<file path="config.mk">
export PLATFORM = sky130hd
export DESIGN_NAME = pidpd_output_stage
export DESIGN_NICKNAME = d
export VERILOG_FILES = /design/src/hw/rtl/pidpd_pkg.sv /design/src/hw/rtl/pidpd_output_stage.sv
export SDC_FILE = /design/constraint.sdc
export NUM_CORES = 1
export LEC_CHECK = 0
export BUFFER_PORTS_ARGS = -buffer_cell sky130_fd_sc_hd__buf_2
export CAP_MARGIN = 0
export CORE_MARGIN = 2
export CORE_UTILIZATION = 52
export DETAILED_ROUTE_END_ITERATION = 10
export PLACE_DENSITY_LB_ADDON = 0.05
export SETUP_SLACK_MARGIN = 0.2
export SLEW_MARGIN = 25
export SYNTH_ARGS = -nofsm -noshare
export SYNTH_HDL_FRONTEND = slang
export SYNTH_SLANG_ARGS = --single-unit
export TNS_END_PERCENT = 100
</file>
<file path="constraint.sdc">
create_clock -name clock -period 5.85 [get_ports clock]
set_input_delay 0.8775 -clock clock [delete_from_list [all_inputs] [get_ports clock]]
set_output_delay 0.8775 -clock clock [all_outputs]
set_load 0.05 [all_outputs]
</file>
<file path="src/hw/rtl/pidpd_pkg.sv">
// Shared constants, register codes and types for the position PID drive core.
// Used by every module under hw/rtl; depends on nothing else.
package pidpd_pkg;

   // Field widths and fixed-point format
   localparam int POSITION_WIDTH     = 24;
   localparam int GAIN_FRACTION_BITS = 16;
   localparam int GAIN_W             = 24;
   localparam int ZONE_W             = 23;
   localparam int LIMIT_W            = 7;
   localparam int POWER_W            = LIMIT_W + 1;
   localparam int SUM_W              = 32;

   // Derived datapath widths
   localparam int ERR_W   = POSITION_WIDTH + 1;
   localparam int DERIV_W = POSITION_WIDTH + 2;
   localparam int ACCUM_W = SUM_W - 1;  // integral never goes negative
   localparam int CMP_W   = ((ERR_W > ZONE_W) ? ERR_W : ZONE_W) + 1;
   localparam int P_W     = GAIN_W + 1 + ERR_W;
   localparam int I_W     = GAIN_W + 1 + SUM_W;
   localparam int D_W     = GAIN_W + 1 + DERIV_W;
   localparam int PD_W    = (P_W > D_W) ? P_W : D_W;
   localparam int PROD_W  = (PD_W > I_W) ? PD_W : I_W;
   localparam int ACC_W   = PROD_W + 2;

   // Port widths
   localparam int REQ_DATA_W  = ((POSITION_WIDTH + 7) / 8) * 8;
   localparam int RSP_DATA_W  = ((POWER_W + 7) / 8) * 8;
   localparam int CSR_INDEX_W = 3;
   localparam int CSR_DATA_W  = (POSITION_WIDTH > GAIN_W) ? POSITION_WIDTH : GAIN_W;

   // Register reset values
   localparam logic [GAIN_W-1:0]  GAIN_P_RESET = GAIN_W'(32768);
   localparam logic [GAIN_W-1:0]  GAIN_I_RESET = GAIN_W'(66);
   localparam logic [GAIN_W-1:0]  GAIN_D_RESET = GAIN_W'(1966);
   localparam logic [ZONE_W-1:0]  ZONE_RESET   = ZONE_W'(3000);
   localparam logic [LIMIT_W-1:0] LIMIT_RESET  = LIMIT_W'(127);

   // Register indexes on the csr port
   typedef enum logic [CSR_INDEX_W-1:0] {
      CSR_TARGET  = 3'd0,
      CSR_REVERSE = 3'd1,
      CSR_GAIN_P  = 3'd2,
      CSR_GAIN_I  = 3'd3,
      CSR_GAIN_D  = 3'd4,
      CSR_ZONE    = 3'd5,
      CSR_LIMIT   = 3'd6
   } pidpd_csr_index_type;

   typedef struct packed {
      logic signed [POSITION_WIDTH-1:0] target;
      logic                             reverse;
      logic [GAIN_W-1:0]                gain_p;
      logic [GAIN_W-1:0]                gain_i;
      logic [GAIN_W-1:0]                gain_d;
      logic [ZONE_W-1:0]                zone;
      logic [LIMIT_W-1:0]               limit;
   } pidpd_cfg_type;

endpackage

</file>
<file path="src/hw/rtl/pidpd_output_stage.sv">
// Output stages: sums the products, scales toward zero, applies direction and clamp.
// Depends on pidpd_pkg.
module pidpd_output_stage (
   input  logic                                 clock,
   input  logic                                 load,
   input  pidpd_pkg::pidpd_cfg_type             cfg,
   input  logic signed [pidpd_pkg::P_W-1:0]     p_prod,
   input  logic signed [pidpd_pkg::I_W-1:0]     i_prod,
   input  logic signed [pidpd_pkg::D_W-1:0]     d_prod,
   output logic signed [pidpd_pkg::POWER_W-1:0] power_ff
);
   import pidpd_pkg::*;

   localparam int SHIFT_W = ACC_W - GAIN_FRACTION_BITS;

   logic signed [ACC_W-1:0] acc_ff, acc_in;
   logic                    neg;
   logic [ACC_W-1:0]        mag;
   logic [SHIFT_W-1:0]      mag_int;
   logic                    over;
   logic [LIMIT_W-1:0]      mag_clamp;
   logic signed [POWER_W-1:0] power_in;

   // Weighted sum
   assign acc_in = ACC_W'(p_prod) + ACC_W'(i_prod) + ACC_W'(d_prod);

   always_ff @(posedge clock) begin
      if (load) begin
         acc_ff <= acc_in;
      end
   end

   // Truncate toward zero by shifting the magnitude
   assign neg     = acc_ff[ACC_W-1];
   assign mag     = neg ? (~acc_ff + 1'b1) : acc_ff;
   assign mag_int = mag[ACC_W-1:GAIN_FRACTION_BITS];

   // Clamp magnitude, then apply sign and direction
   assign over      = (|mag_int[SHIFT_W-1:LIMIT_W]) || (mag_int[LIMIT_W-1:0] > cfg.limit);
   assign mag_clamp = over ? cfg.limit : mag_int[LIMIT_W-1:0];
   assign power_in  = (neg ^ cfg.reverse) ? -$signed({1'b0, mag_clamp})
                                          : $signed({1'b0, mag_clamp});

   always_ff @(posedge clock) begin
      if (load) begin
         power_ff <= power_in;
      end
   end

endmodule

</file>
==> summary.txt <==
Worst hold path
  – Number of instances on the worst hold path: 3
  – Worst hold path type: in2reg

Floorplanning
  – Die Area: 16400 sq um
  – Floorplan row count: 45
  – Core region area: 15100 sq um
  – Starting Density: 52.9%
  – Die Height: 128 um
  – Number of I/O pins: 295
  – Die boundary width: 128 um

Synth
  – Post-synth net total: 1256
  – FF+latch count, synth: 67
  – Top FF cell, synth: edfxtp_1
  – Synthesized instance count: 846
  – Number of distinct library cell variants in the gate-level netlist after synthesis: 81
  – Number of synthesized flops with an enable pin: 67
  – Yosys warning count: 0
  – Combined area of all synthesized cells: 8020 sq um
  – Sequential fraction of the synthesis area: 25.1%
  – Share of synthesized flip-flops with an asynchronous set or reset: 0%
  – Syn Area/Cell: 9.48 sq um

Placement
  – Sum of net half-perimeters after detailed placement: 15.2 mm
  – Total instance count after detailed placement: 1195
  – Number of I/O port buffers: 175
  – Gp weighted congestion: 0.902

Worst setup path
  – Startpoint types: register
  – Library cell contributing the largest single delay on the critical path: edfxtp_1
  – Worst r2r path cells: 23
  – Worst setup path category: reg2reg
  – Critical Path Max Stage Delay: 0.38 ns
  – CP arrival: 5.25 ns
  – Critical path, cell by cell: nor4_2 > nand4_2 > or2_1 > o21ai_0 > xor2_1 > inv_1 > ha_1 > a21o_1 > a21oi_1 > nor2b_1 > a21boi_0 > a2111oi_0 > nand4_1 > nor3_4 > nand4_4 > mux2i_2 > ha_1 > inv_1 > nor3_1 > a31oi_1 > xnor2_1 > nor2_1 > a21oi_1
  – Critical path data required time: 5.93 ns
  – Category of the worst setup path capture point: register
  – Critical-path maximum fanout: 5

Drt
  – Avg WL per Cell: 15.3 um
  – WL final: 18.6 mm
  – Average via count per standard cell: 5.84
  – Remaining DRCs: 0
  – Detail Route Antenna Nets: 0
  – Vias: 7090
  – TritonRoute pass-1 iters: 5
  – Violation count after the first detailed-routing iteration: 461

GRT
  – Overall overflow remaining after global route: 0
  – Initial antenna violation count: 0
  – All-layer global routing usage: 23.0%
  – Global-route wire length before repair: 31.0 mm
  – Vias in the first global route: 6515
  – Maximum number of pins on one net before global-route repair: 68

Power and ir drop
  – Power Dens Cells: 306 nW/um^2
  – Worst vdd ir: 0.146 mV
  – Leakage Power: 4.00 nW

Layout
  – Ratio of cells with drive above 1 in the final layout: 22.9%
  – Most common cell after layout, fill and taps aside: buf_2
  – Core Util, Final: 62.2%
  – Area growth from synthesis to layout: 17.5%
  – Leading cell types in the layout, fill and taps excluded: buf_2 (175), a21oi_1 (78), nor2_1 (70)
  – Final net count: 1433
  – Post-route insts no fill: 1215
  – Diode count: 0

Status
  – Status: complete, no violations

Clock tree
  – Number of levels in the clock H-tree: 3
  – Number of buffers created by CTS: 9
  – Worst skew pair latency: 0.34 ns
  – Buffer type at the clock tree root: clkbuf_16
  – Num Clock Sinks: 67
  – Maximum number of buffers from clock root to sink: 2
  – Worst-path clk slew: 0.06 ns
  – Clock tree from TritonCTS: built

Timing
  – RSZ-0062 raised after global routing: false
  – Max Transition Viols Final: 0
  – Slew margin rel.: 47.0%
  – Number of setup violations in the final report: 0
  – Maximum frequency from static timing analysis: 194 MHz
  – Sum of negative setup slack: 0 ns
  – Final hold viol count: 0
  – Fin crit period: 5.16 ns
  – Period Utilization, post-route: 88.3%
  – Worst clock skew: 0.00729 ns
  – Slew of the pin with the lowest slew margin: 0.794 ns

Run
  – Max cap viols: 0
-- cell usage after synthesis (3+ instances only) --
cell type   n  area, sq um
nor2_1     70          263
ha_1       65          813
a31oi_1    11         68.8
nand2b_1   12         75.1
nor3_1     25          125
o32ai_1     4         35.0
a22oi_1     3         22.5
a2111oi_0   3         26.3
o211ai_1    3         22.5
or3_1       5         31.3
o21bai_1    8         60.1
nand2_1    54          203
o21a_1      8         60.1
a21boi_0    4         30.0
o31ai_1     8         60.1
o21ai_0    37          185
a221o_1     3         30.0
xor2_1     16          140
mux2i_1     4         40.0
o31a_1      4         35.0
buf_6       3         33.8
a31o_2      4         35.0
o221ai_1    3         26.3
nor2b_1     9         56.3
a21oi_1    78          390
inv_1      38          143
o21ai_1     6         30.0
a311oi_1    3         26.3
a21o_1     29          218
a211oi_1    7         52.6
edfxtp_1   67         2010
and2_1      4         25.0
nand4_1    14         87.6
clkbuf_1   13         48.8
and3_1     12         75.1
nand3_1    26          130
fa_1       58         1160
nor4_1     18          113
xnor2_1    52          455
-- layout make-up --
cell class | instances | area [sq um]
multi-input combinational | 721 | 5760
inverter | 38 | 143
timing repair buffer | 186 | 958
tap | 188 | 235
clock buffer | 9 | 225
clock inverter | 6 | 90.1
sequential | 67 | 2010
fill | 1341 | 5720
-- flip-flops by register name, indices dropped and copies added (netlist names) --
name / count
acc_ff: 59
power_ff: 8
-- what timing repair did --
action,4_1_cts,5_1_grt
setup buffers,0,5
gates resized for setup,0,3
hold buffers,0,0
endpoints found under the setup margin,0,2
-- power breakdown --
group          leakage (nW)  switching [mW]  total (mW)  internal [mW]
clock                 0.152           0.200       0.572          0.372
combinational          3.19           0.783        1.41          0.623
sequential            0.656           0.168       0.906          0.738
-- per-layer routing --
layer  share of wire, %  GRT usage (%)  vias to the layer above
met4               0.68           4.01                        0
met2                 41           33.9                      256
met5                  0              0                        -
li1                   -              -                     3537
met3                7.0           3.34                       12
met1                 51           36.2                     3285
-- per-stage QoR --
step | hold WS [ns] | setup slack (ns) | area [sq um] | power (mW)
6_report | 0.903 | 0.685 | 9420 | 2.88
5_1_grt | 0.920 | 0.200 | 9420 | 3.11
4_1_cts | 0.890 | 0.382 | 9370 | 2.87
3_5_place_dp | 0.917 | 0.437 | 9050 | 2.29
3_3_place_gp | 0.900 | 0.500 | 9050 | 2.28
2_1_floorplan | 0.792 | 1.23 | 8020 | 1.92
-- critical path: cells and delay by family (launching register included) --
family	cells	cell delay (ns)
xor gates and xnor gates	2	0.49
DFF	1	0.38
muxes	1	0.25
buffers and inverters	2	0.15
and+or+nand+nor	9	1.94
adders and majority gates	2	0.52
AOI/OAI and AO/OA	7	1.19
-- worst paths after layout --
kind,start,endpoint,slack (ns)
setup / recovery,acc_ff[6]$_DFFE_PP_,power_ff[6]$_DFFE_PP_,0.69
hold / removal,cfg[0],power_ff[0]$_DFFE_PP_,0.90
setup reg to reg,acc_ff[6]$_DFFE_PP_,power_ff[6]$_DFFE_PP_,0.69
hold reg to reg,acc_ff[47]$_DFFE_PP_,power_ff[0]$_DFFE_PP_,0.93
-- logic make-up (layout without fill, tap and decap cells) --
group,count (synthesis),after routing,synth area share [%]
AO/OA/AOI/OAI,246,246,20.2
XOR/XNOR,68,68,7.43
adder cells (fa/ha/maj),123,123,24.6
buffers and inverters,58,239,3.28
flip-flops,67,67,25.1
multiplexers,6,6,0.780
AND/OR/NAND/NOR,278,278,18.5
No activity file was read; power rests on OpenSTA's default activity.
