<file path="src/hw/rtl/pidpd_pkg.sv">
// Shared constants, register codes and types for the position PID drive core.
// Used by every module under hw/rtl; depends on nothing else.
package pidpd_pkg;

   // Field widths and fixed-point format
   localparam int POSITION_WIDTH     = 24;
   localparam int GAIN_FRACTION_BITS = 16;
   localparam int GAIN_W             = 24;
   localparam int ZONE_W             = 23;
   localparam int LIMIT_W            = 7;
   localparam int POWER_W            = LIMIT_W + 1;
   localparam int SUM_W              = 32;

   // Derived datapath widths
   localparam int ERR_W   = POSITION_WIDTH + 1;
   localparam int DERIV_W = POSITION_WIDTH + 2;
   localparam int ACCUM_W = SUM_W - 1;  // integral never goes negative
   localparam int CMP_W   = ((ERR_W > ZONE_W) ? ERR_W : ZONE_W) + 1;
   localparam int P_W     = GAIN_W + 1 + ERR_W;
   localparam int I_W     = GAIN_W + 1 + SUM_W;
   localparam int D_W     = GAIN_W + 1 + DERIV_W;
   localparam int PD_W    = (P_W > D_W) ? P_W : D_W;
   localparam int PROD_W  = (PD_W > I_W) ? PD_W : I_W;
   localparam int ACC_W   = PROD_W + 2;

   // Port widths
   localparam int REQ_DATA_W  = ((POSITION_WIDTH + 7) / 8) * 8;
   localparam int RSP_DATA_W  = ((POWER_W + 7) / 8) * 8;
   localparam int CSR_INDEX_W = 3;
   localparam int CSR_DATA_W  = (POSITION_WIDTH > GAIN_W) ? POSITION_WIDTH : GAIN_W;

   // Register reset values
   localparam logic [GAIN_W-1:0]  GAIN_P_RESET = GAIN_W'(32768);
   localparam logic [GAIN_W-1:0]  GAIN_I_RESET = GAIN_W'(66);
   localparam logic [GAIN_W-1:0]  GAIN_D_RESET = GAIN_W'(1966);
   localparam logic [ZONE_W-1:0]  ZONE_RESET   = ZONE_W'(3000);
   localparam logic [LIMIT_W-1:0] LIMIT_RESET  = LIMIT_W'(127);

   // Register indexes on the csr port
   typedef enum logic [CSR_INDEX_W-1:0] {
      CSR_TARGET  = 3'd0,
      CSR_REVERSE = 3'd1,
      CSR_GAIN_P  = 3'd2,
      CSR_GAIN_I  = 3'd3,
      CSR_GAIN_D  = 3'd4,
      CSR_ZONE    = 3'd5,
      CSR_LIMIT   = 3'd6
   } pidpd_csr_index_type;

   typedef struct packed {
      logic signed [POSITION_WIDTH-1:0] target;
      logic                             reverse;
      logic [GAIN_W-1:0]                gain_p;
      logic [GAIN_W-1:0]                gain_i;
      logic [GAIN_W-1:0]                gain_d;
      logic [ZONE_W-1:0]                zone;
      logic [LIMIT_W-1:0]               limit;
   } pidpd_cfg_type;

endpackage

</file>
<file path="src/hw/rtl/pidpd_error_stage.sv">
// Error stage: forms the position error, updates the integral and derivative state.
// Depends on pidpd_pkg.
module pidpd_error_stage (
   input  logic                                       clock,
   input  logic                                       reset,
   input  logic                                       load,
   input  logic                                       step,
   input  logic signed [pidpd_pkg::POSITION_WIDTH-1:0] position,
   input  logic                                       restart,
   input  pidpd_pkg::pidpd_cfg_type                   cfg,
   output logic signed [pidpd_pkg::ERR_W-1:0]         err_ff,
   output logic [pidpd_pkg::ACCUM_W-1:0]              accum_ff,
   output logic signed [pidpd_pkg::DERIV_W-1:0]       deriv_ff,
   output logic                                       done_ff
);
   import pidpd_pkg::*;

   logic [ACCUM_W-1:0]        error_sum_ff, error_sum_in;
   logic signed [ERR_W-1:0]   last_error_ff;
   logic signed [ERR_W-1:0]   err;
   logic signed [CMP_W-1:0]   err_cmp;
   logic signed [CMP_W-1:0]   zone_cmp;
   logic                      err_pos;
   logic                      in_zone;
   logic [ACCUM_W-1:0]        sum_base;
   logic [SUM_W-1:0]          sum_add;
   logic signed [ERR_W-1:0]   last_base;
   logic signed [DERIV_W-1:0] deriv;

   // Error and integral-zone test
   assign err      = ERR_W'(cfg.target) - ERR_W'(position);
   assign err_cmp  = CMP_W'(err);
   assign zone_cmp = $signed(CMP_W'(cfg.zone));
   assign err_pos  = !err[ERR_W-1] && (err != '0);
   assign in_zone  = err_pos && (err_cmp <= zone_cmp);

   // Restart clears the carried state before this word is used
   assign sum_base  = restart ? '0 : error_sum_ff;
   assign last_base = restart ? '0 : last_error_ff;

   // Saturating integral; err is known to fit the zone width here
   assign sum_add = {1'b0, sum_base} + SUM_W'(err_cmp[ZONE_W-1:0]);
   always_comb begin
      if (!in_zone) begin
         error_sum_in = '0;
      end else if (sum_add[SUM_W-1]) begin
         error_sum_in = '1;
      end else begin
         error_sum_in = sum_add[ACCUM_W-1:0];
      end
   end

   assign deriv = DERIV_W'(err) - DERIV_W'(last_base);

   // Carried state
   always_ff @(posedge clock) begin
      if (reset) begin
         error_sum_ff  <= '0;
         last_error_ff <= '0;
      end else if (step) begin
         error_sum_ff  <= error_sum_in;
         last_error_ff <= err;
      end
   end

   // Stage output
   always_ff @(posedge clock) begin
      if (load) begin
         err_ff   <= err;
         accum_ff <= error_sum_in;
         deriv_ff <= deriv;
         done_ff  <= !err_pos;
      end
   end

endmodule

</file>
<file path="config.mk">
export PLATFORM = sky130hd
export DESIGN_NAME = pidpd_error_stage
export DESIGN_NICKNAME = d
export VERILOG_FILES = /design/src/hw/rtl/pidpd_pkg.sv /design/src/hw/rtl/pidpd_error_stage.sv
export SDC_FILE = /design/constraint.sdc
export NUM_CORES = 1
export LEC_CHECK = 0
export BUFFER_PORTS_ARGS = -buffer_cell sky130_fd_sc_hd__clkbuf_2
export CAP_MARGIN = 10
export CORE_MARGIN = 2
export CORE_UTILIZATION = 49
export DETAILED_ROUTE_END_ITERATION = 10
export PLACE_DENSITY = 0.74
export SLEW_MARGIN = 20
export SYNTH_ARGS = -nofsm -noshare
export SYNTH_HDL_FRONTEND = slang
export SYNTH_SLANG_ARGS = --single-unit
export TNS_END_PERCENT = 20
</file>
<file path="constraint.sdc">
create_clock -name clock -period 5.2 [get_ports clock]
set_input_delay 1.3 -clock clock [delete_from_list [all_inputs] [get_ports clock]]
set_output_delay 1.3 -clock clock [all_outputs]
set_load 0.005 [all_outputs]
</file>
==> results of run 1 <==
-- metrics by stage --
| step | setup TNS, ns | area [um2] | util (%) | setup WS [ns] | total power (uW) |
|---|---|---|---|---|---|
| 6_report | 0 | 12990 | 67.38 | 0.1229 | 4486 |
| 5_1_grt | -0.8655 | 12990 | 67.38 | -0.05761 | 4726 |
| 4_1_cts | 0 | 12730 | 66.06 | 0.008499 | 4405 |
| 3_5_place_dp | -28.85 | 12100 | 62.80 | -0.5598 | 3166 |
| 3_3_place_gp | -22.43 | 12100 | 62.80 | -0.3914 | 3123 |
| 2_1_floorplan | -0.01254 | 9674 | - | -0.01254 | 2396 |
-- layer usage --
| layer | routed length, um | GRT usage [%] |
|---|---|---|
| met5 | 13 | 0 |
| met4 | 1097 | 12.69 |
| met3 | 1716 | 5.298 |
| met2 | 13580 | 46.07 |
| met1 | 11520 | 33.04 |
-- critical path, cell delays in order --
cell      delay, ns
clkbuf_2       0.08
inv_1          0.05
ha_1           0.16
inv_1          0.06
fa_2           0.37
buf_4          0.16
a21o_1         0.14
a21oi_1        0.16
xnor2_1        0.17
buf_4          0.19
ha_1           0.25
a211oi_1       0.31
nand2_1        0.11
o211ai_1       0.23
nor4bb_2       0.27
buf_4          0.18
nand2_1        0.09
a21oi_2        0.17
o31ai_2        0.09
o21ai_2        0.23
buf_6          0.15
nand3_2        0.10
buf_12         0.18
o31ai_1        0.20
-- final timing paths --
check                                 from                             to  slack (ns)  depth (start not counted)
max                               cfg[103]  error_sum_ff[23]$_SDFFE_PP0P_        0.12                         24
min          error_sum_ff[11]$_SDFFE_PP0P_  error_sum_ff[11]$_SDFFE_PP0P_        0.45                          2
max reg2reg   error_sum_ff[0]$_SDFFE_PP0P_  error_sum_ff[30]$_SDFFE_PP0P_        1.67                         14
min reg2reg  error_sum_ff[11]$_SDFFE_PP0P_  error_sum_ff[11]$_SDFFE_PP0P_        0.45                          2
-- timing repair --
action,in CTS,in global routing
pin swaps,2,27
gates resized for setup,7,39
setup endpoints to repair,23,70
setup buffers,1,10
-- cell type report --
class	count	area (um2)	share of cell area (%)
clock buffers	25	496.7	3.825
inverters	81	304.0	2.341
well taps	265	331.6	2.553
clock inverters	7	90.09	0.6938
flip-flops and latches	139	3613	27.83
multi-input cells	813	5816	44.79
repair buffers	356	2333	17.97
-- sequential cells by signal, indices dropped and copies added, names as in the netlist --
register and cells:
accum_ff 31, err_ff 25, deriv_ff 26, done_ff 1, error_sum_ff 31, last_error_ff 25
-- where the power goes --
group / leakage, uW / internal, uW / total, uW / switching (uW)
registers: 0.00128 / 1380 / 1430 / 50.6
logic: 0.00435 / 885 / 1840 / 955
clock network: 0.000284 / 757 / 1220 / 460
-- cell usage after synthesis (8+ instances only) --
cell      count  area [um2]
nand3_1      23       115.1
ha_1         87        1089
nand2b_1     13       81.33
nor3_1       20       100.1
edfxtp_1     83        2492
buf_2         8       40.04
clkbuf_1     14       52.55
o211ai_1     10       75.07
a21oi_1      63       315.3
mux2i_1      21       210.2
o21bai_1      8       60.06
o21a_1        9       67.56
a211oi_1     12       90.09
xnor2_1      47       411.6
dfxtp_1      56        1121
a21o_1       22       165.2
nor2b_1      36       225.2
nor2_1      122       457.9
inv_1        81       304.0
nand2_1      92       345.3
xor2_1       18       157.7
a31oi_1      15       93.84
o21ai_0      66       330.3
-- kinds of logic (layout without fill, tap and decap cells) --
kind of cell | count (synthesis) | after routing | share of synthesized area (%)
and+or+nand+nor | 361 | 361 | 18.33
AOI/OAI and AO/OA | 273 | 273 | 18.43
DFF | 139 | 139 | 37.90
buffers and inverters | 113 | 469 | 4.790
adders and majority gates | 92 | 92 | 12.26
xor gates and xnor gates | 65 | 65 | 5.971
muxes | 22 | 22 | 2.323
==> results.ini, run 1 <==
[status]
status = finished clean

[logic_synthesis]
syn_inst = 1065
synth_edf_count = 83
avgSynthCellArea_um2 = 8.952
ys_warn_count = 0
synth_cell_types = 79
syn_area_um2 = 9534
synth_flop_cell = edfxtp_1
synth_async_sr_flop_share_pct = 0
ys_seq_area_share_pct = 37.90
synth_nets = 1311
synth-seq-cells = 139

[cts]
clk_latency_ns = 0.43
cts_buffers = 17
clk_path_buf_depth = 2
hold_buffers = 0
cts_root_buf = clkbuf_16
h-tree-depth = 4
cts_tree = done
clk_pin_slew_ns = 0.06
cts_sinks = 139

[global_route]
grt_pass1_vias = 8906
grt_max_degree = 84
grt.total_usage_pct = 27.07
grt_pass1_wl_mm = 43.39
antenna_found_initial = 1
grt_overflow = 0

[power_and_ir_drop]
p_per_area_nw_per_um2 = 345.5
ir_drop_mv = 0.2792
p_leak_uw = 0.005914

[critical_path]
worstSetupEndpointType = register
worst_ep_required_time_ns = 5.54
path_class = input pin to register
cp_max_fo = 22
cp.arrival_ns = 5.42
start_kind = input pin

[cells_and_area]
final_cell_mix = buf_4, clkbuf_2, nor2_1
syn_to_final_growth_pct = 36.19
layout-drive-gt1-share_pct = 32.37
nFillCells = 1570
mostFrequentLayoutCell = buf_4
n_antenna_cell = 0
layout.cells.non_filler = 1686
layout.nets = 1654

[sta]
finClkSkew_ns = 0.007159
hold_viol_final = 0
setup_viol = 0
whs_ns = 0.4456
worstMarginPinSlew_ns = 1.079
fmax_mhz = 197.0
finalCritPeriodShare_pct = 97.64
slew_headroom_pct = 28.05
maxSlewViolCount = 0
rsz0062_at_grt = yes
finalCriticalPeriod_ns = 5.077

[floorplanning]
rows = 51
core_um2 = 19270
initial_utilization_pct = 49.47
die_w_um = 143.5
die_y_um = 143.5
dieArea_um2 = 20590
io_pins = 239

[drt]
wl_per_cell_um = 16.57
wl_mm = 27.93
drt_iter0_markers = 641
antenna_left = 0
route.detailed.drc = 0
drt_pass1_iterations = 5
vias = 9297
routed_via_density = 5.514

[worst_hold_path]
hold_class = register to register

[flow_run]
drv.max_cap_violation_count = 0

[place]
place_congestion = 0.9283
port_buffers = 158
place_hpwl_mm = 20.87
dp.cells = 1643

Note: power is estimated with default switching activity, not from simulation.
==> run 2: changes to the inputs <==
- ABC_AREA: not set -> 1
- CORE_UTILIZATION: 49 -> 50
- PLACE_DENSITY: 0.74 -> 0.75
==> run 2 against run 1 <==
Effect of this change:
- global-route usage down 2.6 points
- synthesized area is 6.3% higher
- clock skew is 0.00085 ns lower
==> results.ini, run 2 <==
[power_and_ir_drop]
pwr-share-seq_pct = 33.4  ; +1.6 points
p_per_area_nw_per_um2 = 344.8  ; -0.20%
p_leak_uw = 0.006462  ; +9.3%
intPower_uw = 2823  ; -6.5%
p_total_uw = 4248  ; -5.3%
p_sw_uw = 1425  ; -2.8%
power_frac_clock_pct = 30.6  ; +3.5 points
ir_drop_mv = 0.2536  ; -9.2%
swShare_pct = 33.53  ; +0.86 points
combPwrFrac_pct = 36.0  ; -5.0 points

[drt]
drt_pass1_iterations = 7  ; +2
vias = 9306  ; +0.097%
drt_iter0_markers = 541  ; -16%
wl_mm = 26.05  ; -6.8%
wl_per_cell_um = 14.09  ; -15%
route.detailed.drc = 0  ; unchanged
routed_via_density = 5.036  ; -8.7%
antenna_left = 0  ; unchanged

[logic_synthesis]
synth_edf_count = 83  ; unchanged
yosys.area.top_type = edfxtp_1
synth_most_common_cell = nand2_1
synth_cell_types = 46  ; -42%
ys_top_cells_by_count = nand2_1, inv_1, nor2_1
synth_async_sr_flop_share_pct = 0  ; unchanged
synth-seq-cells = 139  ; unchanged
avgSynthCellArea_um2 = 7.498  ; -16%
synth_nets = 1598  ; +22%
ys_warn_count = 0  ; unchanged
syn_inst = 1352  ; +27%
ys_seq_area_share_pct = 35.65  ; -2.3 points
synth_flop_cell = edfxtp_1
syn_area_um2 = 10140  ; +6.3%
ys_top_cells_by_area = edfxtp_1, dfxtp_1, ha_1, nand2_1, inv_1
synth_top_area_share_pct = 24.59  ; -1.6 points

[cells_and_area]
layout.cells.non_filler = 1848  ; +9.6%
register_area_um2 = 3613  ; unchanged
n_antenna_cell = 0  ; unchanged
syn_to_final_growth_pct = 21.54
nFillCells = 1826  ; +16%
multi_input_area_um2 = 5419  ; -6.8%
reg.largest.list = accum_ff: 31 flops, error_sum_ff: 31 flops, deriv_ff: 26 flops
layout.nets = 1811  ; +9.5%
mostFrequentLayoutCell = nand2_1
final_cell_mix = nand2_1, inv_1, clkbuf_2
layout-drive-gt1-share_pct = 21.93  ; -10 points

[cts]
hold_buffers = 0  ; unchanged
cts_root_buf = clkbuf_16
clk_latency_ns = 0.42  ; about the same
cts_tree = done
cts_sinks = 139  ; unchanged
clk_pin_slew_ns = 0.06  ; about the same
clk_path_buf_depth = 2  ; unchanged
cts_buffers = 17  ; unchanged
h-tree-depth = 4  ; unchanged

[global_route]
grt_overflow = 0  ; unchanged
grt_pass1_vias = 8873  ; -0.37%
antenna_found_initial = 0  ; -1
grt.total_usage_pct = 24.48  ; -2.6 points
grt_max_degree = 58  ; -31%
grt_pass1_wl_mm = 42.11  ; -2.9%

[place]
place_hpwl_mm = 20.20  ; -3.2%
port_buffers = 158  ; unchanged
place_congestion = 0.9226  ; -0.61%
dp.cells = 1816  ; +11%

[sta]
slew_headroom_pct = 34.10  ; +6.0 points
finClkSkew_ns = 0.006307  ; -0.0008521 ns
finalCriticalPeriod_ns = 4.883  ; -0.1943 ns
fmax_mhz = 204.8  ; +4.0%
maxSlewViolCount = 0  ; unchanged
setup_viol = 0  ; unchanged
worstMarginPinSlew_ns = 0.9885  ; -0.09071 ns
hold_viol_final = 0  ; unchanged
finalCritPeriodShare_pct = 93.90  ; -3.7 points

[floorplanning]
dieArea_um2 = 21430  ; +4.1%
die_w_um = 146.4  ; +2.0%
io_pins = 239  ; unchanged
initial_utilization_pct = 50.59  ; +1.1 points
die_y_um = 146.4  ; +2.0%
core_um2 = 20040  ; +4.0%
rows = 52  ; +2.0%

[critical_path]
worst_ep_required_time_ns = 5.38  ; -0.16 ns
start_kind = input pin
worstSetupEndpointType = register
path_class = input pin to register
cp.arrival_ns = 5.06  ; -0.36 ns
cp_max_fo = 4  ; -82%

[flow_run]
drv.max_cap_violation_count = 0  ; unchanged

[worst_hold_path]
hold_class = register to register

[status]
status = finished clean

-- run 2: changes by cell type in the layout (fill, tap and decap cells not counted), sizes merged, moves of 18 or more --
cell   change
nand2    +234
inv      +190
buf      -134
a21oi     +42
nand3     +38
nor2b     -36
xnor2     -27
mux2i     -21
a21o      -18
-- run 2: final timing paths --
path / startpoint / end / slack, ns / cells after the start
worst min-delay path: last_error_ff[10]$_SDFFE_PP0P_ / last_error_ff[10]$_SDFFE_PP0P_ / 0.48 / 2
worst max register to register: last_error_ff[0]$_SDFFE_PP0P_ / deriv_ff[22]$_DFFE_PP_ / 1.95 / 22
worst min register to register: last_error_ff[10]$_SDFFE_PP0P_ / last_error_ff[10]$_SDFFE_PP0P_ / 0.48 / 2
worst max-delay path: cfg[103] / deriv_ff[23]$_DFFE_PP_ / 0.32 / 25
-- run 2: metrics by stage --
stage          setup WS [ns]  area (um2)  utilization (%)  TNS (ns)  hold WS [ns]
2_1_floorplan         0.3260       10140                -         0        0.4495
3_3_place_gp        -0.08540       11640            58.09   -0.7667        0.4605
3_5_place_dp         -0.1231       11640            58.09    -1.958        0.4663
4_1_cts               0.2656       12270            61.23         0        0.4842
5_1_grt             -0.02005       12320            61.48  -0.02005        0.5083
6_report              0.3173       12320            61.48         0        0.4826
-- run 2: final cells by class --
cell class	instances	share of cell area [%]
Clock buffer	21	3.737
Clock inverter	11	1.371
Inverter	271	8.256
Multi-Input combinational cell	915	43.98
Sequential cell	139	29.33
Tap cell	270	2.742
Timing Repair Buffer	221	10.58
-- run 2: layer usage --
layer	track usage, %	up-vias	wire (um)
li1	-	4778	-
met1	30.17	4227	11240
met2	43.80	257	12820
met3	4.500	44	1358
met4	7.087	0	634
met5	0	-	0
-- run 2: power by group through the flow --
stage	clock network [uW]	registers, uW	logic, uW
after floorplan	0	1450	939
after global placement	0	1440	1470
after detailed placement	0	1440	1490
after CTS	1310	1420	1520
after global routing	1350	1430	1710
final	1300	1420	1530
-- run 2: kinds of logic (layout without fill, tap and decap cells) --
logic type / after synthesis / after routing / synth area share, %
XOR/XNOR: 55 / 55 / 4.752
AND/OR/NAND/NOR: 541 / 541 / 23.28
AO/OA/AOI/OAI: 229 / 229 / 13.59
flip-flops: 139 / 139 / 35.65
buffers and inverters: 298 / 524 / 11.40
adder cells (fa/ha/maj): 90 / 90 / 11.33
-- run 2: worst max-delay path, stage by stage --
cell	delay [ns]
clkbuf_2	0.08
inv_1	0.05
ha_1	0.19
inv_1	0.09
fa_1	0.38
nand3_1	0.09
nand3_1	0.10
nand2_1	0.07
nand2_1	0.11
xnor2_2	0.22
inv_1	0.16
buf_4	0.17
ha_1	0.35
a21oi_1	0.16
o21ai_1	0.10
a21boi_0	0.25
o21ai_0	0.18
a21boi_1	0.27
o21bai_1	0.18
nand3_1	0.10
nand3_1	0.15
nand2_1	0.13
nand2_1	0.05
nand2_1	0.06
nand2_1	0.06
-- run 2: what timing repair did --
item / 4_1_cts / 5_1_grt
endpoints found under the setup margin: 0 / 34
buffers inserted: 0 / 0
gates resized for setup: 0 / 8
